[config.mk]
export PLATFORM = sky130hd
export DESIGN_NAME = caseless_substring_search_unit
export DESIGN_NICKNAME = d
export VERILOG_FILES = /design/src/design/css_pkg.sv /design/src/design/caseless_substring_search_unit.sv /design/src/design/css_apb_regs.sv /design/src/design/css_matcher.sv
export SDC_FILE = /design/constraint.sdc
export NUM_CORES = 1
export LEC_CHECK = 0
export ABC_AREA = 1
export BUFFER_PORTS_ARGS = -buffer_cell sky130_fd_sc_hd__buf_2
export CAP_MARGIN = 20
export CORE_ASPECT_RATIO = 0.75
export CORE_MARGIN = 5
export CORE_UTILIZATION = 57
export CTS_BUF_LIST = sky130_fd_sc_hd__clkbuf_4
export DETAILED_ROUTE_END_ITERATION = 7
export GPL_TIMING_DRIVEN = 0
export MAX_ROUTING_LAYER = met4
export PLACE_DENSITY = 0.76
export RECOVER_POWER = 100
export SYNTH_ARGS = -nofsm -noshare
export SYNTH_HDL_FRONTEND = slang
export SYNTH_SLANG_ARGS = --single-unit
[constraint.sdc]
create_clock -name clk_i -period 8.1 [get_ports clk_i]
set_input_delay 1.215 -clock clk_i [delete_from_list [all_inputs] [get_ports clk_i]]
set_output_delay 1.215 -clock clk_i [all_outputs]
set_load 0.1 [all_outputs]
[src/design/css_pkg.sv]
// shared constants, types and the letter fold for the caseless substring search unit
`default_nettype none
package css_pkg;

  localparam int PATTERN_MAX   = 16;
  localparam int POSITION_BITS = 16;
  localparam int WIN_DEPTH     = (PATTERN_MAX > 1) ? PATTERN_MAX - 1 : 1;
  localparam int LEN_W         = $clog2(PATTERN_MAX + 1);
  localparam int IDX_W         = (PATTERN_MAX > 1) ? $clog2(PATTERN_MAX) : 1;
  localparam int LEN_REG_W     = 5;
  localparam int CHARS_W       = 64;
  localparam int START_W       = 16;
  localparam int APB_DATA_W    = 64;
  localparam int APB_ADDR_W    = 5;

  localparam logic [7:0] FOLD_BIT = 8'h20;
  localparam logic [POSITION_BITS-1:0] POS_MAX = {POSITION_BITS{1'b1}};

  typedef enum logic [1:0] {
    REG_PATTERN_LEN  = 2'd0,
    REG_PATTERN_LOW  = 2'd1,
    REG_PATTERN_HIGH = 2'd2
  } css_reg_e;

  typedef struct packed {
    logic [LEN_REG_W-1:0] len;
    logic [CHARS_W-1:0]   low_chars;
    logic [CHARS_W-1:0]   high_chars;
  } css_cfg_t;

  typedef struct packed {
    logic [7:0] text_char;
    logic       last_char;
  } css_beat_t;

  typedef struct packed {
    logic               match_now;
    logic               found;
    logic [START_W-1:0] match_start;
    logic               position_overflow;
    logic               text_end;
  } css_result_t;

  function automatic logic [7:0] fold(input logic [7:0] c);
    logic [7:0] r;
    r = c;
    if (c inside {[8'h41:8'h5a]}) begin
      r = c | FOLD_BIT;
    end
    return r;
  endfunction

endpackage
`default_nettype wire

[src/design/caseless_substring_search_unit.sv]
// top level of the caseless substring search unit with stream ports and apb config
`default_nettype none
// Streams text one character per beat and reports, for every character, whether the first
// match of the configured pattern (up to 16 characters, A to Z folded to lower case) ends
// there, whether a match has been found in this text, its start index and a position
// overflow flag. One character is taken every cycle while the result port is not stalled;
// each result passes from the input register through the window compare into the result
// register. The result register lets a new character enter while a finished result waits.
// The beat with tlast set closes the text and clears the text state. Pattern registers are
// to be written over apb only while the stream is idle; the block does not enforce this.
module caseless_substring_search_unit
  import css_pkg::*;
(
  input  wire logic                  clk_i,
  input  wire logic                  rst_ni,
  input  wire logic                  s_axis_tvalid,
  output logic                       s_axis_tready,
  input  wire logic [7:0]            s_axis_tdata,   // text_char
  input  wire logic                  s_axis_tlast,   // last_char
  output logic                       m_axis_tvalid,
  input  wire logic                  m_axis_tready,
  // match_now, found, match_start[15:0], position_overflow, zero fill
  output logic [23:0]                m_axis_tdata,
  output logic                       m_axis_tlast,   // text_end
  input  wire logic                  psel,
  input  wire logic                  penable,
  input  wire logic                  pwrite,
  input  wire logic [APB_ADDR_W-1:0] paddr,
  input  wire logic [APB_DATA_W-1:0] pwdata,
  output logic      [APB_DATA_W-1:0] prdata,
  output logic                       pready
);

  css_cfg_t    cfg;
  css_beat_t   in_q;
  logic        in_valid_q, in_valid_d;
  css_result_t res;
  css_result_t out_q;
  logic        out_valid_q, out_valid_d;
  logic        s_acc, advance, step;

  css_apb_regs u_regs (
    .clk_i   (clk_i),
    .rst_ni  (rst_ni),
    .psel    (psel),
    .penable (penable),
    .pwrite  (pwrite),
    .paddr   (paddr),
    .pwdata  (pwdata),
    .prdata  (prdata),
    .pready  (pready),
    .cfg_o   (cfg)
  );

  assign advance       = !out_valid_q || m_axis_tready;
  assign step          = in_valid_q && advance;
  assign s_axis_tready = !in_valid_q || advance;
  assign s_acc         = s_axis_tvalid && s_axis_tready;

  css_matcher u_matcher (
    .clk_i    (clk_i),
    .rst_ni   (rst_ni),
    .cfg_i    (cfg),
    .step_i   (step),
    .beat_i   (in_q),
    .result_o (res)
  );

  always_comb begin
    in_valid_d = in_valid_q;
    if (s_acc) begin
      in_valid_d = 1'b1;
    end else if (step) begin
      in_valid_d = 1'b0;
    end
    out_valid_d = out_valid_q;
    if (step) begin
      out_valid_d = 1'b1;
    end else if (m_axis_tready) begin
      out_valid_d = 1'b0;
    end
  end

  always_ff @(posedge clk_i or negedge rst_ni) begin
    if (!rst_ni) begin
      in_valid_q  <= 1'b0;
      out_valid_q <= 1'b0;
    end else begin
      in_valid_q  <= in_valid_d;
      out_valid_q <= out_valid_d;
    end
  end

  always_ff @(posedge clk_i) begin
    if (s_acc) begin
      in_q.text_char <= s_axis_tdata;
      in_q.last_char <= s_axis_tlast;
    end
    if (step) begin
      out_q <= res;
    end
  end

  assign m_axis_tvalid = out_valid_q;
  assign m_axis_tdata  = {5'b0, out_q.position_overflow, out_q.match_start,
                          out_q.found, out_q.match_now};
  assign m_axis_tlast  = out_q.text_end;

endmodule
`default_nettype wire

[src/design/css_apb_regs.sv]
// apb register file holding the pattern length and pattern characters
`default_nettype none
module css_apb_regs
  import css_pkg::*;
(
  input  wire logic                  clk_i,
  input  wire logic                  rst_ni,
  input  wire logic                  psel,
  input  wire logic                  penable,
  input  wire logic                  pwrite,
  input  wire logic [APB_ADDR_W-1:0] paddr,
  input  wire logic [APB_DATA_W-1:0] pwdata,
  output logic      [APB_DATA_W-1:0] prdata,
  output logic                       pready,
  output css_cfg_t                   cfg_o
);

  css_cfg_t   cfg_q, cfg_d;
  logic       wr_en;
  logic [1:0] reg_sel;

  assign pready  = 1'b1;
  assign wr_en   = psel & penable & pwrite & pready;
  assign reg_sel = paddr[APB_ADDR_W-1:3];

  always_comb begin
    cfg_d = cfg_q;
    if (wr_en) begin
      case (reg_sel)
        REG_PATTERN_LEN:  cfg_d.len        = pwdata[LEN_REG_W-1:0];
        REG_PATTERN_LOW:  cfg_d.low_chars  = pwdata[CHARS_W-1:0];
        REG_PATTERN_HIGH: cfg_d.high_chars = pwdata[CHARS_W-1:0];
        default: cfg_d = cfg_q;
      endcase
    end
  end

  always_comb begin
    case (reg_sel)
      REG_PATTERN_LEN:  prdata = APB_DATA_W'(cfg_q.len);
      REG_PATTERN_LOW:  prdata = APB_DATA_W'(cfg_q.low_chars);
      REG_PATTERN_HIGH: prdata = APB_DATA_W'(cfg_q.high_chars);
      default: prdata = '0;
    endcase
  end

  always_ff @(posedge clk_i or negedge rst_ni) begin
    if (!rst_ni) begin
      cfg_q <= '0;
    end else begin
      cfg_q <= cfg_d;
    end
  end

  assign cfg_o = cfg_q;

endmodule
`default_nettype wire

[src/design/css_matcher.sv]
// character window, window compare and per-text match state
`default_nettype none
module css_matcher
  import css_pkg::*;
(
  input  wire logic      clk_i,
  input  wire logic      rst_ni,
  input  wire css_cfg_t  cfg_i,
  input  wire logic      step_i,
  input  wire css_beat_t beat_i,
  output css_result_t    result_o
);

  logic [7:0]               win_q [WIN_DEPTH];
  logic [7:0]               win_d [WIN_DEPTH];
  logic [POSITION_BITS-1:0] pos_q, pos_d;
  logic [POSITION_BITS-1:0] start_q, start_d;
  logic                     found_q, found_d;
  logic                     ovf_q, ovf_d;

  logic [LEN_W-1:0]         len_c;
  logic [7:0]               txt  [PATTERN_MAX];
  logic [7:0]               pat  [PATTERN_MAX];
  logic [PATTERN_MAX-1:0]   hit;
  logic [POSITION_BITS:0]   pos_inc;
  logic                     ovf_now;
  logic                     match;
  logic [POSITION_BITS-1:0] start_c;
  logic [START_W-1:0]       start_out;

  assign len_c = (cfg_i.len > LEN_REG_W'(PATTERN_MAX)) ? LEN_W'(PATTERN_MAX)
                                                       : LEN_W'(cfg_i.len);
  assign pos_inc = {1'b0, pos_q} + 1'b1;
  assign ovf_now = ovf_q | (pos_q == POS_MAX);

  // txt[k] is the character k places back, txt[0] the incoming one
  always_comb begin
    txt[0] = beat_i.text_char;
    for (int k = 1; k < PATTERN_MAX; k++) begin
      txt[k] = win_q[k-1];
    end
    for (int i = 0; i < PATTERN_MAX; i++) begin
      pat[i] = (i < 8) ? cfg_i.low_chars[8*(i%8) +: 8] : cfg_i.high_chars[8*(i%8) +: 8];
    end
  end

  always_comb begin
    for (int i = 0; i < PATTERN_MAX; i++) begin
      hit[i] = (LEN_W'(i) >= len_c) ||
               (fold(pat[i]) == fold(txt[IDX_W'(len_c - LEN_W'(1) - LEN_W'(i))]));
    end
  end

  always_comb begin
    match = 1'b0;
    if (!ovf_now && !found_q) begin
      if (len_c == '0) begin
        match = (pos_q == '0);
      end else if (pos_inc >= (POSITION_BITS+1)'(len_c)) begin
        match = &hit;
      end
    end
  end

  // first match start after this character, before the end-of-text clear
  assign start_c = !match        ? start_q :
                   (len_c == '0) ? '0
                                 : POSITION_BITS'(pos_inc - (POSITION_BITS+1)'(len_c));

  always_comb begin
    win_d   = win_q;
    pos_d   = pos_q;
    start_d = start_c;
    found_d = found_q | match;
    ovf_d   = ovf_now;
    if (!ovf_now) begin
      for (int k = WIN_DEPTH - 1; k > 0; k--) begin
        win_d[k] = win_q[k-1];
      end
      win_d[0] = beat_i.text_char;
      pos_d    = pos_inc[POSITION_BITS-1:0];
    end
    if (beat_i.last_char) begin
      for (int k = 0; k < WIN_DEPTH; k++) begin
        win_d[k] = '0;
      end
      pos_d   = '0;
      start_d = '0;
      found_d = 1'b0;
      ovf_d   = 1'b0;
    end
  end

  if (POSITION_BITS >= START_W) begin : g_start_cut
    assign start_out = start_c[START_W-1:0];
  end else begin : g_start_ext
    assign start_out = START_W'(start_c);
  end

  // result reflects the state after this character, before the end-of-text clear
  assign result_o.match_now         = match;
  assign result_o.found             = found_q | match;
  assign result_o.match_start       = (found_q | match) ? start_out : '0;
  assign result_o.position_overflow = ovf_now;
  assign result_o.text_end          = beat_i.last_char;

  always_ff @(posedge clk_i or negedge rst_ni) begin
    if (!rst_ni) begin
      for (int k = 0; k < WIN_DEPTH; k++) begin
        win_q[k] <= '0;
      end
      pos_q   <= '0;
      start_q <= '0;
      found_q <= 1'b0;
      ovf_q   <= 1'b0;
    end else if (step_i) begin
      win_q   <= win_d;
      pos_q   <= pos_d;
      start_q <= start_d;
      found_q <= found_d;
      ovf_q   <= ovf_d;
    end
  end

  // only the first match of a text is reported
  assert property (@(posedge clk_i) disable iff (!rst_ni)
    step_i && match |-> !found_q)
    else $error("second match reported in one text");

  assert property (@(posedge clk_i) disable iff (!rst_ni)
    found_q && !(step_i && beat_i.last_char) |=> found_q && $stable(start_q))
    else $error("first match start lost before end of text");

  assert property (@(posedge clk_i) disable iff (!rst_ni)
    ovf_q && !(step_i && beat_i.last_char) |=> ovf_q && $stable(pos_q))
    else $error("position moved after overflow");

endmodule
`default_nettype wire

==> flow_metrics.tcl <==
set metrics [dict create \
    antenna_left 0 \
    dieHeight_microns 188 \
    p_per_area_nw_per_um2 322 \
    rsz0062_at_grt "false" \
    min_period_over_period 0.817 \
    cp_max_fo 10 \
    synth_fa_ha_area_frac 0.00365 \
    gp_congestion 1.14 \
    cts_tree "yes" \
    grt_pass1_wl_microns 161000 \
    cpMaxStageDelayCell "dfrtp_1" \
    startpoint "u_regs.cfg_o[132]" \
    synth_top_cell_by_area "dfrtp_1" \
    path_clk_slew_ns 0.07 \
    synthSimpleGateAreaFrac 0.375 \
    routedWlPerCell_microns 23.8 \
    initial_utilization 0.573 \
    cts_buffers 83 \
    synth_edf_count 29 \
    synthFlopType "dfrtp_1" \
    path_class "flop to flop" \
    p_leak_uw 0.0130 \
    yosysMostFrequentCell "nand2_1" \
    root_buffer "clkbuf_4" \
    cts_buffer_depth 3 \
    fin_nets 4084 \
    synth_warnings 0 \
    ir_worst_vdd_v 0.000255 \
    clock_sinks 318 \
    htree_levels 3 \
    tightest_slew_ns 4.65 \
    violations "design-rule violations, max-capacitance violations, max-slew violations" \
    reg2reg_from "u_regs.cfg_o[132]" \
    clk_latency_ns 0.96 \
    portBuffers 167 \
    grt-ovfl-total 0 \
    ys_ff_latch 318 \
    firstDrtPassIters 8 \
    core_sq_um 41900 \
    async_reset_ff_frac 0.909 \
    slew_viol_final 81 \
    arrival_ns 7.29 \
    fmax_mhz 151 \
    hold_violations 0 \
    grt_start_max_net_pins 111 \
    multi_input_area_sq_um 13300 \
    dp_hpwl_microns 86200 \
    cts_setup_buffers 0 \
    finalSetupViolCount 0 \
    synth_area_sq_um 24000 \
    cts_hold_buf 0 \
    muxShareOfSynthArea 0.000834 \
    min_path_type "primary input to flop" \
    status "finished, violations left" \
    crit_top_cell "nand2_1" \
    grt_pass1_vias 26500 \
    slew_headroom -2.10 \
    drv_cap 1 \
    worstPathRequired_ns 8.77 \
    ys_seq_area_frac 0.337 \
    synth_top_family_by_area "simple AND/OR/NAND/NOR gates" \
    seqCellArea_sq_um 8100 \
    crit_chain "clkinvlp_2 > nand2_1 > buf_6 > buf_8 > buf_6 > clkbuf_1 > o21ai_0 > o21ai_0 > mux2i_1 > o21ai_0 > nand2_1 > nand2_1 > nand3_1 > nand2_1 > nand2_1 > nor2_1 > nand2_1 > nor2_1 > nand2_1 > nand2_1 > buf_2 > nand3_1 > nand2_1 > nor2_2" \
    synthCells 3734 \
    drc_errors 5 \
    hold_path_startpoint "s_axis_tdata[5]" \
    slowest_delay_ns 0.64 \
    via_per_inst 6.21 \
    synthXorXnorAreaFrac 0.0305 \
    cts-resized-gates 0 \
    yosys-top-cells-area "dfrtp_1, nand2_1, nand3_1" \
    num_rows 65 \
    fin_crit_ns 6.62 \
    ys_types 50 \
    skew_ns 0.100 \
    syn_area_per_cell_sq_um 6.43 \
    finalSetupTns_ns 0 \
    drt_wl_total_microns 110000 \
    nFillCells 3994 \
    die_area_sq_um 46400 \
    pin_count 177 \
    synth_top_area_frac 0.301 \
    vias 28600 \
    syn_to_final_growth_pct 10.2 \
    synth_common_cells "nand2_1, nand3_1, inv_1" \
    grt.total_usage 0.476 \
    cp-start-kind "flop" \
    drive_above_1_share 0.0919 \
    cp-end-kind "flop" \
    synth_compound_area_frac 0.145 \
    die_w_microns 247 \
    antenna_found_initial 4 \
    design_area_sq_um 26500 \
    drtIter0Drc 4073 \
    dpl_cell_area_sq_um 25600 \
]
## area by class of cell
type                       count  share of cell area
multi-input combinational   2830               0.504
sequential                   318               0.306
inverter                     386              0.0550
buffer                       204              0.0423
clock buffer                 108              0.0306
timing repair buffer         169              0.0296
tap                          569              0.0269
clock inverter                20             0.00468
antenna                        9            0.000851
## layout by cell type, fill, tap and decap left out, types with 10 or more instances in the layout
cell type	Yosys	routed
buf_6	25	25
nand4_1	18	18
o22ai_1	191	191
nand3_1	557	557
a21oi_1	27	27
buf_1	17	12
clkbuf_4	0	108
edfxtp_1	29	29
o21ai_1	94	93
nand2_2	16	16
xor2_1	78	78
clkbuf_1	87	179
nand2_1	1296	1298
buf_2	48	129
nor3_1	23	23
clkinv_1	1	10
buf_4	26	25
o211ai_1	14	14
nor2_1	153	154
o21ai_0	254	255
inv_1	377	377
a31oi_1	16	16
dfrtp_1	289	289
nor2_2	11	10
## registers in the layout, indices dropped and copies added, names as in the netlist
| register | cells |
|---|---|
| m_axis_tdata | 19 |
| m_axis_tlast | 1 |
| u_matcher.pos_q | 16 |
| u_regs.cfg_o | 133 |
| u_matcher.txt | 120 |
| u_matcher.start_q | 16 |
| u_matcher.ovf_q | 1 |
| m_axis_tvalid | 1 |
| in_q | 9 |
| in_valid_q | 1 |
| u_matcher.found_q | 1 |
## power breakdown
group	switching (uW)	internal [uW]
clock	781	625
sequential	178	1820
combinational	3770	1350
## cells by family (layout without fill, tap and decap cells)
| logic type | after synthesis | after routing |
|---|---|---|
| xor gates and xnor gates | 81 | 81 |
| and+or+nand+nor | 2115 | 2115 |
| adders and majority gates | 7 | 7 |
| other | 2 | 15 |
| buffers and inverters | 590 | 887 |
| muxes | 2 | 2 |
| AOI/OAI and AO/OA | 619 | 619 |
| DFF | 318 | 318 |
## final timing paths
path                                   endpoint  slack, ns  cells after the start
hold / removal                          in_q[6]       0.47                      1
setup / recovery               m_axis_tdata[16]       1.48                     24
min in group asynchronous    u_matcher.txt[110]       1.97                      1
setup reg to reg               m_axis_tdata[16]       1.48                     24
max in group asynchronous  u_matcher.start_q[5]       3.51                      1
hold reg to reg            u_matcher.start_q[9]       0.48                      2
## critical path: cells and delay by family, from the launching register on
| kind | cells | cell delay (ns) |
|---|---|---|
| simple gates | 14 | 2.02 |
| buf+inv | 6 | 1.96 |
| compound gates | 3 | 1.52 |
| flops | 1 | 0.64 |
| mux | 1 | 0.21 |
## layer usage
metal | vias to the layer above | wire length, microns | part of all wire | GRT usage
met4 | 0 | 6840 | 0.062 | 0.230
met2 | 2158 | 43900 | 0.40 | 0.649
li1 | 12800 | - | - | -
met5 | - | 0 | 0 | -
met1 | 13200 | 41400 | 0.38 | 0.606
met3 | 439 | 17900 | 0.16 | 0.207
## per-stage QoR
| stage | cells | utilization | hold WS [ns] | setup WS [ns] | power (uW) |
|---|---|---|---|---|---|
| after floorplan | 3738 | - | 0.449 | 3.40 | 5520 |
| after global placement | 4474 | 0.611 | 0.461 | 0.339 | 6880 |
| after detailed placement | 4476 | 0.612 | 0.466 | 2.99 | 6940 |
| after CTS | 4604 | 0.635 | 0.311 | 2.98 | 8320 |
| after global routing | 4608 | 0.631 | 0.450 | 1.30 | 8980 |
| final | 4613 | 0.632 | 0.472 | 1.48 | 8530 |
Power figures use the tool's default switching activity.
